===== config.mk =====
export PLATFORM = sky130hd
export DESIGN_NAME = pid_controller_two_d_modes_unit
export DESIGN_NICKNAME = d
export VERILOG_FILES = /design/src/rtl/core/pidc_pkg.sv /design/src/rtl/core/pidc_mul.sv /design/src/rtl/core/pidc_div.sv /design/src/rtl/core/pid_controller_two_d_modes_unit.sv
export SDC_FILE = /design/constraint.sdc
export NUM_CORES = 2
export LEC_CHECK = 0
export BUFFER_PORTS_ARGS = -buffer_cell sky130_fd_sc_hd__buf_2
export CAP_MARGIN = 10
export CORE_UTILIZATION = 60
export CTS_CLUSTER_SIZE = 16
export DETAILED_ROUTE_END_ITERATION = 7
export GPL_ROUTABILITY_DRIVEN = 0
export GPL_TIMING_DRIVEN = 1
export PLACE_DENSITY = 0.83
export SLEW_MARGIN = 20
export SYNTH_ARGS = -nofsm -noshare
export SYNTH_HDL_FRONTEND = slang
export SYNTH_SLANG_ARGS = --single-unit

===== constraint.sdc =====
create_clock -name clk -period 22.3 [get_ports clk]
set_input_delay 3.345 -clock clk [delete_from_list [all_inputs] [get_ports clk]]
set_output_delay 3.345 -clock clk [all_outputs]
set_load 0.005 [all_outputs]

===== src/rtl/core/pidc_pkg.sv =====
`timescale 1ns / 1ps
`default_nettype none
package pidc_pkg;

  localparam int IO_W    = 32;
  localparam int CFG_W   = 31;
  localparam int CFG_IDX_W = 3;

  // request codes carried in tuser
  localparam logic [1:0] REQ_UPDATE = 2'd0;
  localparam logic [1:0] REQ_CLEAR  = 2'd1;
  localparam logic [1:0] REQ_READ   = 2'd2;

  // register indexes
  localparam logic [CFG_IDX_W-1:0] REG_GAIN_P  = 3'd0;
  localparam logic [CFG_IDX_W-1:0] REG_GAIN_I  = 3'd1;
  localparam logic [CFG_IDX_W-1:0] REG_GAIN_D  = 3'd2;
  localparam logic [CFG_IDX_W-1:0] REG_INT_BND = 3'd3;
  localparam logic [CFG_IDX_W-1:0] REG_OUT_BND = 3'd4;
  localparam logic [CFG_IDX_W-1:0] REG_D_MODE  = 3'd5;

  typedef enum logic [3:0] {
    ST_IDLE,
    ST_DECODE,
    ST_ERR,
    ST_MUL_P,
    ST_MUL_E,
    ST_INT,
    ST_MUL_I,
    ST_DSEL,
    ST_MUL_D,
    ST_DIV,
    ST_MUL_LP,
    ST_LP,
    ST_SUM,
    ST_OSUM,
    ST_PEAK,
    ST_OUT
  } state_t;

endpackage
`default_nettype wire


===== src/rtl/core/pidc_mul.sv =====
`timescale 1ns / 1ps
`default_nettype none
module pidc_mul #(
  parameter int N = 33
) (
  input  wire logic           clk,
  input  wire logic           rst,
  input  wire logic           start,
  input  wire logic [N-1:0]   a,
  input  wire logic [N-1:0]   b,
  output logic                done,
  output logic [2*N-1:0]      prod
);
  localparam int CW = $clog2(N + 1);

  logic [N-1:0]  a_r;
  logic [CW-1:0] cnt;
  logic          run;
  logic [N:0]    sum;

  // one multiplier bit per cycle, shift-add from the low end
  assign sum = {1'b0, prod[2*N-1:N]} + {1'b0, (prod[0] ? a_r : {N{1'b0}})};

  always_ff @(posedge clk) begin
    if (rst) begin
      run  <= 1'b0;
      done <= 1'b0;
      cnt  <= '0;
    end else begin
      done <= 1'b0;
      if (start) begin
        run  <= 1'b1;
        cnt  <= CW'(N);
        a_r  <= a;
        prod <= {{N{1'b0}}, b};
      end else if (run) begin
        prod <= {sum, prod[N-1:1]};
        cnt  <= cnt - CW'(1);
        if (cnt == CW'(1)) begin
          run  <= 1'b0;
          done <= 1'b1;
        end
      end
    end
  end
endmodule
`default_nettype wire


===== src/rtl/core/pidc_div.sv =====
`timescale 1ns / 1ps
`default_nettype none
module pidc_div #(
  parameter int DW = 66,
  parameter int VW = 32
) (
  input  wire logic          clk,
  input  wire logic          rst,
  input  wire logic          start,
  input  wire logic [DW-1:0] dividend,
  input  wire logic [VW-1:0] divisor,
  output logic               done,
  output logic [DW-1:0]      quot
);
  localparam int CW = $clog2(DW + 1);

  logic [VW-1:0] d_r;
  logic [VW-1:0] rem;
  logic [VW:0]   r2;
  logic          ge;
  logic [CW-1:0] cnt;
  logic          run;

  // restoring division, one quotient bit per cycle
  assign r2 = {rem, quot[DW-1]};
  assign ge = r2 >= {1'b0, d_r};

  always_ff @(posedge clk) begin
    if (rst) begin
      run  <= 1'b0;
      done <= 1'b0;
      cnt  <= '0;
    end else begin
      done <= 1'b0;
      if (start) begin
        run  <= 1'b1;
        cnt  <= CW'(DW);
        d_r  <= divisor;
        rem  <= '0;
        quot <= dividend;
      end else if (run) begin
        rem  <= ge ? VW'(r2 - {1'b0, d_r}) : VW'(r2);
        quot <= {quot[DW-2:0], ge};
        cnt  <= cnt - CW'(1);
        if (cnt == CW'(1)) begin
          run  <= 1'b0;
          done <= 1'b1;
        end
      end
    end
  end
endmodule
`default_nettype wire


===== src/rtl/core/pid_controller_two_d_modes_unit.sv =====
// clear, read and skipped words go straight from decode to output; an update runs
//   multiplies and, once primed, a divide; derivative on measurement adds a multiply
// throughput: one word at a time, taken in the cycle after the previous result is loaded;
//   a waiting result holds only the next result
// reset (rst, synchronous, active high) clears the integral, history, terms and peaks
//   and loads the register defaults: gains 0, both bounds at maximum, derivative on error
`timescale 1ns / 1ps
`default_nettype none
module pid_controller_two_d_modes_unit #(
  parameter int WORD_WIDTH = 32,
  parameter int FRAC_BITS  = 16
) (
  input  wire logic                         clk,
  input  wire logic                         rst,
  input  wire logic                         s_axis_tvalid,
  output logic                              s_axis_tready,
  // setpoint [31:0], measurement [63:32], step_time [95:64]
  input  wire logic [95:0]                  s_axis_tdata,
  // req_type [1:0]
  input  wire logic [1:0]                   s_axis_tuser,
  output logic                              m_axis_tvalid,
  input  wire logic                         m_axis_tready,
  // control_out, p_term, i_term, d_term, peak_output, peak_error, 32 bits each
  output logic [191:0]                      m_axis_tdata,
  // skipped [0]
  output logic [0:0]                        m_axis_tuser,
  input  wire logic                         cfg_we,
  input  wire logic [pidc_pkg::CFG_IDX_W-1:0] cfg_index,
  input  wire logic [pidc_pkg::CFG_W-1:0]   cfg_data
);
  localparam int W  = WORD_WIDTH;
  localparam int OW = (W + 1 > 32) ? W + 1 : 32;   // multiplier operand width
  localparam int PW = 2 * OW;                      // product width
  localparam int SW = PW + 2;                      // wide signed compare domain
  localparam int XW = (W > 32) ? W : 32;
  localparam logic signed [SW-1:0] WMAX_S = SW'((64'sd1 <<< (W - 1)) - 64'sd1);
  localparam logic signed [SW-1:0] WMIN_S = -WMAX_S - SW'(1);
  localparam logic [PW-1:0] HALF = PW'(1) << (W - 1);
  localparam int LP_COEF = ((12 << FRAC_BITS) + 50) / 100;

  // ---------------- helpers ----------------
  function automatic logic signed [W-1:0] sat(input logic signed [SW-1:0] v);
    if (v > WMAX_S)      return W'(WMAX_S);
    else if (v < WMIN_S) return W'(WMIN_S);
    else                 return W'(v);
  endfunction

  function automatic logic signed [W-1:0] sat_mag(input logic neg, input logic [PW-1:0] m);
    logic [W-1:0] lo;
    lo = W'(m);
    if (neg) return (m >= HALF) ? W'(WMIN_S) : -lo;
    else     return (m > PW'(WMAX_S)) ? W'(WMAX_S) : lo;
  endfunction

  function automatic logic [OW-1:0] mag_w(input logic signed [W-1:0] x);
    logic [OW-1:0] e;
    e = OW'(x);
    return x[W-1] ? -e : e;
  endfunction

  function automatic logic [OW-1:0] mag_d(input logic signed [W:0] x);
    logic [OW-1:0] e;
    e = OW'(x);
    return x[W] ? -e : e;
  endfunction

  function automatic logic signed [SW-1:0] ext(input logic signed [W-1:0] x);
    return SW'(x);
  endfunction

  function automatic logic signed [SW-1:0] abs_s(input logic signed [W-1:0] x);
    return x[W-1] ? -ext(x) : ext(x);
  endfunction

  function automatic logic signed [W-1:0] in_word(input logic signed [31:0] raw);
    return sat(SW'(raw));
  endfunction

  function automatic logic [31:0] to_io(input logic signed [W-1:0] x);
    logic signed [XW-1:0] e;
    e = XW'(x);
    return e[31:0];
  endfunction

  // ---------------- configuration ----------------
  logic [pidc_pkg::CFG_W-1:0] gain_p, gain_i, gain_d, int_bnd, out_bnd;
  logic                       d_mode;

  always_ff @(posedge clk) begin
    if (rst) begin
      gain_p  <= '0;
      gain_i  <= '0;
      gain_d  <= '0;
      int_bnd <= '1;
      out_bnd <= '1;
      d_mode  <= 1'b0;
    end else if (cfg_we) begin
      case (cfg_index)
        pidc_pkg::REG_GAIN_P:  gain_p  <= cfg_data;
        pidc_pkg::REG_GAIN_I:  gain_i  <= cfg_data;
        pidc_pkg::REG_GAIN_D:  gain_d  <= cfg_data;
        pidc_pkg::REG_INT_BND: int_bnd <= cfg_data;
        pidc_pkg::REG_OUT_BND: out_bnd <= cfg_data;
        pidc_pkg::REG_D_MODE:  d_mode  <= cfg_data[0];
        default: ;
      endcase
    end
  end

  // bounds above the word maximum act as the maximum
  logic signed [SW-1:0] ib_s, ob_s;
  assign ib_s = (SW'(int_bnd) > WMAX_S) ? WMAX_S : SW'(int_bnd);
  assign ob_s = (SW'(out_bnd) > WMAX_S) ? WMAX_S : SW'(out_bnd);

  // ---------------- state ----------------
  pidc_pkg::state_t state, state_next;

  logic [1:0]           req_r;
  logic                 skip_r;
  logic signed [W-1:0]  sp, ms, dt, err;
  logic signed [W-1:0]  integ, last_err, last_ms, held, t_p, t_i, t_d, dlp;
  logic signed [W-1:0]  pk_o, pk_e, tmp, o_w;
  logic signed [W:0]    diff;
  logic                 dneg, mneg, primed, op_run;

  logic                 mul_start, mul_done, div_start, div_done;
  logic [OW-1:0]        mul_a, mul_b;
  logic [PW-1:0]        mul_prod, div_quot;
  logic signed [W-1:0]  mq, dq;
  logic                 out_free, dt_bad;

  assign out_free = !m_axis_tvalid || m_axis_tready;
  assign dt_bad   = dt[W-1] || (dt == '0);
  assign mq = sat_mag(mneg, mul_prod >> FRAC_BITS);
  assign dq = sat_mag(dneg, div_quot);

  pidc_mul #(.N(OW)) u_mul (
    .clk(clk), .rst(rst), .start(mul_start), .a(mul_a), .b(mul_b),
    .done(mul_done), .prod(mul_prod)
  );

  pidc_div #(.DW(PW), .VW(W)) u_div (
    .clk(clk), .rst(rst), .start(div_start), .dividend(mul_prod),
    .divisor(dt), .done(div_done), .quot(div_quot)
  );

  always_ff @(posedge clk) begin
    if (rst) state <= pidc_pkg::ST_IDLE;
    else     state <= state_next;
  end

  // next state, unit starts and operand selection
  always_comb begin
    state_next    = state;
    s_axis_tready = 1'b0;
    mul_start     = 1'b0;
    div_start     = 1'b0;
    mul_a         = '0;
    mul_b         = '0;
    case (state)
      pidc_pkg::ST_IDLE: begin
        s_axis_tready = 1'b1;
        if (s_axis_tvalid) state_next = pidc_pkg::ST_DECODE;
      end
      pidc_pkg::ST_DECODE: begin
        if (req_r == pidc_pkg::REQ_UPDATE && !dt_bad) state_next = pidc_pkg::ST_ERR;
        else                                          state_next = pidc_pkg::ST_OUT;
      end
      pidc_pkg::ST_ERR: state_next = pidc_pkg::ST_MUL_P;
      pidc_pkg::ST_MUL_P: begin
        mul_a = OW'(gain_p);
        mul_b = mag_w(err);
        mul_start = !op_run;
        if (mul_done) state_next = pidc_pkg::ST_MUL_E;
      end
      pidc_pkg::ST_MUL_E: begin
        mul_a = mag_w(err);
        mul_b = mag_w(dt);
        mul_start = !op_run;
        if (mul_done) state_next = pidc_pkg::ST_INT;
      end
      pidc_pkg::ST_INT: state_next = pidc_pkg::ST_MUL_I;
      pidc_pkg::ST_MUL_I: begin
        mul_a = OW'(gain_i);
        mul_b = mag_w(integ);
        mul_start = !op_run;
        if (mul_done) state_next = pidc_pkg::ST_DSEL;
      end
      pidc_pkg::ST_DSEL: begin
        state_next = primed ? pidc_pkg::ST_MUL_D : pidc_pkg::ST_SUM;
      end
      pidc_pkg::ST_MUL_D: begin
        mul_a = OW'(gain_d);
        mul_b = mag_d(diff);
        mul_start = !op_run;
        if (mul_done) state_next = pidc_pkg::ST_DIV;
      end
      pidc_pkg::ST_DIV: begin
        div_start = !op_run;
        if (div_done) state_next = d_mode ? pidc_pkg::ST_MUL_LP : pidc_pkg::ST_SUM;
      end
      pidc_pkg::ST_MUL_LP: begin
        mul_a = OW'(LP_COEF);
        mul_b = mag_d(diff);
        mul_start = !op_run;
        if (mul_done) state_next = pidc_pkg::ST_LP;
      end
      pidc_pkg::ST_LP:   state_next = pidc_pkg::ST_SUM;
      pidc_pkg::ST_SUM:  state_next = pidc_pkg::ST_OSUM;
      pidc_pkg::ST_OSUM: state_next = pidc_pkg::ST_PEAK;
      pidc_pkg::ST_PEAK: state_next = pidc_pkg::ST_OUT;
      pidc_pkg::ST_OUT: begin
        if (out_free) state_next = pidc_pkg::ST_IDLE;
      end
      default: state_next = pidc_pkg::ST_IDLE;
    endcase
  end

  // output sum, clamped to the output bound
  logic signed [W-1:0] o_sat;
  assign o_sat = sat(ext(tmp) + ext(t_d));
  assign o_w = (ext(o_sat) > ob_s) ? W'(ob_s) :
               ((ext(o_sat) < -ob_s) ? W'(-ob_s) : o_sat);

  // integral step, clamped to the integral bound
  logic signed [W-1:0] int_sat, int_new, lp_new;
  assign int_sat = sat(ext(integ) + ext(tmp));
  assign int_new = (ext(int_sat) > ib_s) ? W'(ib_s) :
                   ((ext(int_sat) < -ib_s) ? W'(-ib_s) : int_sat);
  assign lp_new = sat(ext(dlp) + ext(tmp));

  always_ff @(posedge clk) begin
    if (rst) begin
      op_run        <= 1'b0;
      m_axis_tvalid <= 1'b0;
      integ    <= '0;
      last_err <= '0;
      last_ms  <= '0;
      held     <= '0;
      t_p      <= '0;
      t_i      <= '0;
      t_d      <= '0;
      dlp      <= '0;
      pk_o     <= '0;
      pk_e     <= '0;
      primed   <= 1'b0;
    end else begin
      // the output state loads the next word itself
      if (m_axis_tvalid && m_axis_tready && state != pidc_pkg::ST_OUT)
        m_axis_tvalid <= 1'b0;
      if (mul_start || div_start) op_run <= 1'b1;
      if (mul_done || div_done)   op_run <= 1'b0;
      case (state)
        pidc_pkg::ST_IDLE: begin
          if (s_axis_tvalid) begin
            req_r <= s_axis_tuser;
            sp <= in_word(s_axis_tdata[31:0]);
            ms <= in_word(s_axis_tdata[63:32]);
            dt <= in_word(s_axis_tdata[95:64]);
          end
        end
        pidc_pkg::ST_DECODE: begin
          skip_r <= (req_r == pidc_pkg::REQ_UPDATE) && dt_bad;
          if (req_r == pidc_pkg::REQ_CLEAR) begin
            integ    <= '0;
            last_err <= '0;
            last_ms  <= '0;
            held     <= '0;
            t_p      <= '0;
            t_i      <= '0;
            t_d      <= '0;
            dlp      <= '0;
            pk_o     <= '0;
            pk_e     <= '0;
            primed   <= 1'b0;
          end
        end
        pidc_pkg::ST_ERR: begin
          err  <= sat(ext(sp) - ext(ms));
          mneg <= sp < ms;
        end
        pidc_pkg::ST_MUL_P: begin
          if (mul_done) t_p <= mq;
        end
        pidc_pkg::ST_MUL_E: begin
          if (mul_done) tmp <= mq;
        end
        pidc_pkg::ST_INT: begin
          integ <= int_new;
          mneg  <= int_new[W-1];
        end
        pidc_pkg::ST_MUL_I: begin
          if (mul_done) t_i <= mq;
        end
        pidc_pkg::ST_DSEL: begin
          if (!primed) begin
            t_d    <= '0;
            primed <= 1'b1;
          end else if (!d_mode) begin
            diff <= {err[W-1], err} - {last_err[W-1], last_err};
            dneg <= err < last_err;
          end else begin
            // derivative on the negated measurement
            diff <= {ms[W-1], ms} - {last_ms[W-1], last_ms};
            dneg <= ms > last_ms;
          end
        end
        pidc_pkg::ST_DIV: begin
          if (div_done) begin
            t_d  <= dq;
            diff <= {dq[W-1], dq} - {dlp[W-1], dlp};
            mneg <= dq < dlp;
          end
        end
        pidc_pkg::ST_MUL_LP: begin
          if (mul_done) tmp <= mq;
        end
        pidc_pkg::ST_LP: begin
          dlp <= lp_new;
          t_d <= lp_new;
        end
        pidc_pkg::ST_SUM: begin
          last_err <= err;
          last_ms  <= ms;
          tmp      <= sat(ext(t_p) + ext(t_i));
        end
        pidc_pkg::ST_OSUM: begin
          held <= o_w;
        end
        pidc_pkg::ST_PEAK: begin
          if (abs_s(held) > abs_s(pk_o)) pk_o <= held;
          if (abs_s(err) > abs_s(pk_e))  pk_e <= err;
        end
        pidc_pkg::ST_OUT: begin
          if (out_free) begin
            m_axis_tvalid <= 1'b1;
            m_axis_tdata  <= {to_io(pk_e), to_io(pk_o), to_io(t_d), to_io(t_i),
                              to_io(t_p), to_io(held)};
            m_axis_tuser  <= skip_r;
            // read request hands out the peaks, then restarts them
            if (req_r == pidc_pkg::REQ_READ) begin
              pk_o <= '0;
              pk_e <= '0;
            end
          end
        end
        default: ;
      endcase
    end
  end
endmodule
`default_nettype wire

# Word-level counts from Yosys, hierarchy flattened
# Cells that the tools add are included.
# word_totals
inputBits,137
word_cells,307
reg_bits,1120
# op_classes
mux,97
reduce_logical,66
n_lt_le_gt_ge,31
addsub,24
n_eq_ne,40
bitwise_logic,3
# ops
cell,n
$mux 32,32
$pmux 32 s2,8
$mux 33,9
$mux 68,4
$neg 32->68,4
$mux 66,3
$pmux 32 s3,2
$gt 33x32->1 const B,5
$lt 33x32->1 const B,5
$pmux 33 s5,1
$gt 68x68->1,2
$lt 32x68->1,2
$neg 31->68,2
$add 32x32->33,4
$neg 33->33,4
$pmux 33 s4,1
$sub 32x32->33,4
$pmux 32 s4,1
$gt 32x32->1,3
$gt 32x32->1 const B,3
$lt 32x32->1,3
$lt 32x32->1 const B,3
$ge 66x32->1 const B,1
$gt 66x31->1 const B,1
other kinds (50),154

# Longest topological paths before layout
# depth
ltp_word,8
ltp_mapped,31

# By module
# Synthesis repeated with hierarchy kept, for this count alone.
# unflattened
hier_cells,8341
hier_area_um2,74709.2
# by_module_without_submodules
mod,area_each_um2,cells_each,n_inst
pid_controller_two_d_modes_unit,61261.3,7214,1
pidc_div,7425.9,599,1
pidc_mul,6022.0,528,1

# Worst setup path before layout
# Ideal clock, no wire load.
# synth_path
kind,input port to flip-flop
from,input port rst
to,"register m_axis_tdata[0], enable pin"
t_arrival_ns,17.954
n_path_buf,3
path_slack_ns,3.324
stages,4
required_time_ns,21.278
cell_sequence,clkbuf_1 -> clkbuf_1 -> buf_1 -> nor3b_1
# synth_between
elab_chain_cells,2
# synth_lines
item,line,rtl
"start, declared",pid_controller_two_d_modes_unit.sv:14,"input wire logic rst,"
$not 1->1 (no line),--,
$reduce_and 3->1 (no line),--,
"end signal, assigned",pid_controller_two_d_modes_unit.sv:337,"m_axis_tdata <= {to_io(pk_e), to_io(pk_o), to_io(t_d), to_io(t_i),"
"end, declared",pid_controller_two_d_modes_unit.sv:24,"output logic [191:0] m_axis_tdata,"
# No other way between the ends.
# A chain may end at the register's enable or synchronous reset.

# Worst setup path in the final report
# layout_path
from,register tmp[3]
to,register integ[8]
# layout_between
elab_chain_cells,8
# layout_lines
item,line,rtl
"start, declared",pid_controller_two_d_modes_unit.sv:122,"logic signed [W-1:0] pk_o, pk_e, tmp, o_w;"
"start signal, assigned",pid_controller_two_d_modes_unit.sv:286,if (mul_done) tmp <= mq;
"start signal, assigned",pid_controller_two_d_modes_unit.sv:316,if (mul_done) tmp <= mq;
"start signal, assigned",pid_controller_two_d_modes_unit.sv:325,tmp <= sat(ext(t_p) + ext(t_i));
$add 32x32->33 (*),pid_controller_two_d_modes_unit.sv:227,assign int_sat = sat(ext(integ) + ext(tmp));
$lt 33x32->1,pid_controller_two_d_modes_unit.sv:44,else if (v < WMIN_S) return W'(WMIN_S);
$mux 32,pid_controller_two_d_modes_unit.sv:44,
$mux 32 (*),pid_controller_two_d_modes_unit.sv:43,if (v > WMAX_S) return W'(WMAX_S);
$lt 32x68->1,pid_controller_two_d_modes_unit.sv:229,((ext(int_sat) < -ib_s) ? W'(-ib_s) : int_sat);
$mux 32,pid_controller_two_d_modes_unit.sv:229,
$mux 32 (*),pid_controller_two_d_modes_unit.sv:228,assign int_new = (ext(int_sat) > ib_s) ? W'(ib_s) :
$pmux 32 s2 (*),pid_controller_two_d_modes_unit.sv:253,case (state)
"end signal, assigned",pid_controller_two_d_modes_unit.sv:289,integ <= int_new;
"end, declared",pid_controller_two_d_modes_unit.sv:121,"logic signed [W-1:0] integ, last_err, last_ms, held, t_p, t_i, t_d, dlp;"
# Mark *: on every way between the ends. The rest lies on a longest branch, timed or not.

==> metrics.md <==
| Metric | Value |
|---|---|
| Crit path buf inv count | `2` |
| Initial antenna violation count | `24` |
| Die area | `between 100000 and 150000 um2` |
| Final HPWL DP | `183 mm` |
| Top delay family on crit path | `compound AO/OA/AOI/OAI gates` |
| First-pass GRT wire length | `between 300 and 400 mm` |
| Post-CTS Resized | `0` |
| Pin count of the biggest net entering global routing | `123` |
| Setup Buffers After CTS | `0` |
| Share of cells above drive strength 1 | `under 10%` |
| Ports | `between 300 and 400` |
| Final worst-path cycle share | `38.4%` |
| Final antenna-violating net count | `0` |
| CTS buffer count | `approximately 120` |
| XOR/XNOR share of the synthesized area | `6.20%` |
| Drt pass-1 iters | `8` |
| Post-synthesis sequential area ratio | `roughly two fifths` |
| NetSw | `2840 uW` |
| Post-Syn Instances | `slightly above 8000` |
| Syn Area/Cell | `8.85 um2` |
| CP Capture Type | `flop` |
| P&R area growth vs syn | `10.1%` |
| Clock share of power | `between 20% and 30%` |
| Failing checks | `DRC` |
| Gr usage total | `roughly two fifths` |
| Min Hold Slack | `about 0.46 ns` |
| Post-Synth Simple-Gate Area | `~18%` |
| Crit path kind | `flop to flop` |
| Drt drc | `20` |
| Netlist cell types | `92` |
| Startpoint Class | `flop` |
| Worst Tran Pin Value | `around 1.3 ns` |
| Crit-path max cell delay | `~0.81 ns` |
| Count of state elements after synthesis | `1120` |
| Hold crit path type | `flop to flop` |
| Wire length per cell | `approximately 24 um` |
| Combinational Power Share | `34.7%` |
| Synth area leaders | `edfxtp_1 25%, dfxtp_1 14%, ha_1 11%, nand2_1 5.4%, a21oi_1 4.3%` |
| Initial DRC count | `around 9700` |
| Switching share of power | `approximately 39%` |
| RSZ-0062 raised after global routing | `no` |
| # hold bufs at CTS | `0` |
| Die W | `~350 um` |
| Sequential share of power | `37.1%` |
| Synth Cell Area | `around 73000 um2` |
| Largest area contributor in the netlist | `edfxtp_1` |
| Worst-path fanout max | `23` |
| Slew Limit Fails | `0` |
| CP Data Arrival Time | `between 9 and 10 ns` |
| EDFF count, synth | `a little over 600` |
| # clock sinks | `roughly 1100` |
| Core area | `~120000 um2` |
| Final setup viols | `0` |
| Fin crit period | `roughly 8.6 ns` |
| Max Buffers Root-to-Sink | `3` |
| Internal power | `approximately 4500 uW` |
| Placed Cells | `approximately 10000` |
| Peak supply drop | `between 0.00008 and 0.00009 V` |
| Vias per Instance | `roughly 6.6` |
| Synth Area in Compound Gates | `roughly 20%` |
| Largest family of logic cells by synthesized area | `compound AO/OA/AOI/OAI gates` |
| Status | `complete, but fails checks` |
| Yosys warnings | `0` |
| Relative slew margins | `~9.8%` |
| Vias post-DR | `approximately 68000` |
| Achievable frequency | `around 120 MHz` |
| Adder-Cell Fraction of Synth Area | `a little under an eighth` |
| Initial Util | `slightly above 60%` |
| Die Ht | `about 350 um` |
| Max-cap viol count | `0` |
| Worst EP required | `about 23 ns` |
| Lkg Pwr | `~0.033 uW` |
| Total power | `~7300 uW` |
| GR Overflow Total | `0` |
| Clock transition at path regs | `around 0.070 ns` |
| FFs w/ async S/R, synth | `0%` |
| # port buffers | `approximately 330` |
| Clock Skews | `0.0412 ns` |
| Critical Path Slowest Stage Cell | `a2111oi_1` |
| Pwr Density | `~90 nW/um2` |
| Setup_tns | `0 ns` |
| Layout Nets | `9306` |
| Post-synth top area share | `between 20 and 30%` |
| Total wire length | `about 250 mm` |
| Row Count | `between 100 and 150` |
| CTS tree | `yes` |
| Vias in the first global route | `roughly 64000` |
| Non-filler cells, final | `between 10000 and 15000` |
| Mux share of post-synthesis cell area | `less than 1%` |
| CTS HTree Levels | `3` |
| Clock root cell | `clkbuf_16` |
| Final hold viol count | `0` |
| Ys flop type | `edfxtp_1` |
| Worst skew pair latency | `roughly 0.8 ns` |
final timing paths:
| kind | from | slack (ns) | cells past startpoint | end |
|---|---|---|---|---|
| worst max-delay path | tmp[3] | 13.75 | 26 | integ[8] |
| worst min-delay path | gain_p[7] | 0.46 | 2 | gain_p[7] |
| worst max register to register | tmp[3] | 13.75 | 26 | integ[8] |
| worst min register to register | gain_p[7] | 0.46 | 2 | gain_p[7] |
state kept, by name, indices dropped and copies added (netlist names), 33 cells and up:
signal / count
diff: 33
u_mul.a_r: 33
u_mul.prod: 66
u_div.quot: 66
m_axis_tdata: 192
cell usage in the layout (no fill, tap or decap), drive strengths merged, types with 68 or more instances in the layout:
cell type,n
nand2,1053
nor2,652
ha,646
a21oi,636
edfxtp,620
dfxtp,500
o21ai,422
inv,419
buf,405
xnor2,274
xor2,246
a21o,243
nand3,174
nor3,170
clkbuf,161
conb,145
a22oi,114
o31ai,95
nand4,95
and2,91
nand2b,88
or3,80
nor4,77
a31oi,74
a211oi,74
mux2i,70
nor2b,68
final cells by class:
type	count	area (um2)
antenna	10	25.0
clock inverter	64	674
tap	1625	2030
multi-input combinational	6461	42400
clock buffer	160	3380
inverter	407	1530
fill	9474	40800
sequential	1120	28600
timing repair buffer	406	2260
synthesized netlist by cell type, drive strengths merged (40+ instances only):
master / instances
edfxtp: 620
a22o: 40
o21bai: 41
or4: 49
nor2b: 68
o21a: 63
clkbuf: 435
nand4: 95
a211oi: 74
a21o: 243
nand2: 1053
and2: 91
or3: 80
o211ai: 44
nand2b: 88
a211o: 42
nor3: 170
ha: 646
xor2: 246
a31oi: 74
nor2: 652
dfxtp: 500
nand3: 174
o31ai: 95
o22ai: 61
o21ai: 422
a21oi: 636
nor4: 77
or2: 45
o311ai: 47
xnor2: 274
mux2i: 70
a22oi: 114
inv: 407
worst min-delay path, delay by kind of cell, from the launching register on:
family | cells | cell delay [ns]
simple gates | 1 | 0.05
flops | 1 | 0.31
compound gates | 1 | 0.05
metrics by stage:
| stage | instance area (um2) | setup slack (ns) | utilization (%) |
|---|---|---|---|
| 3_3_place_gp | 76800 | 14.39 | 63.1 |
| 2_1_floorplan | 74000 | 3.32 | - |
| 4_1_cts | 80800 | 13.99 | 66.4 |
| 5_1_grt | 80900 | 13.54 | 66.5 |
| 6_report | 80900 | 13.75 | 66.5 |
| 3_5_place_dp | 76800 | 14.09 | 63.1 |
layer usage:
layer  part of all wire (%)  wire (um)  global-route usage [%]
met1                     35      87500                    46.0
met2                     42     104000                    57.3
met3                     13      33200                    12.2
met4                    9.1      22600                    29.2
met5                  0.052        129                       0
kinds of logic (layout without fill, tap and decap cells):
kind of cell | Yosys count | after routing
flip-flops | 1120 | 1120
adder cells (fa/ha/maj) | 669 | 669
buffers and inverters | 870 | 1037
AND/OR/NAND/NOR | 2775 | 2775
AO/OA/AOI/OAI | 2279 | 2279
XOR/XNOR | 520 | 520
other | 2 | 155
multiplexers | 73 | 73
power groups by stage:
stage	sequential, uW	combinational, uW	clock [uW]
finish	2720	2550	2070
global route	2720	2720	2150
CTS	2700	2410	2070
detailed placement	2740	2390	0
global placement	2740	2310	0
floorplan	2610	1720	0
(Power assumes the default switching activity.)
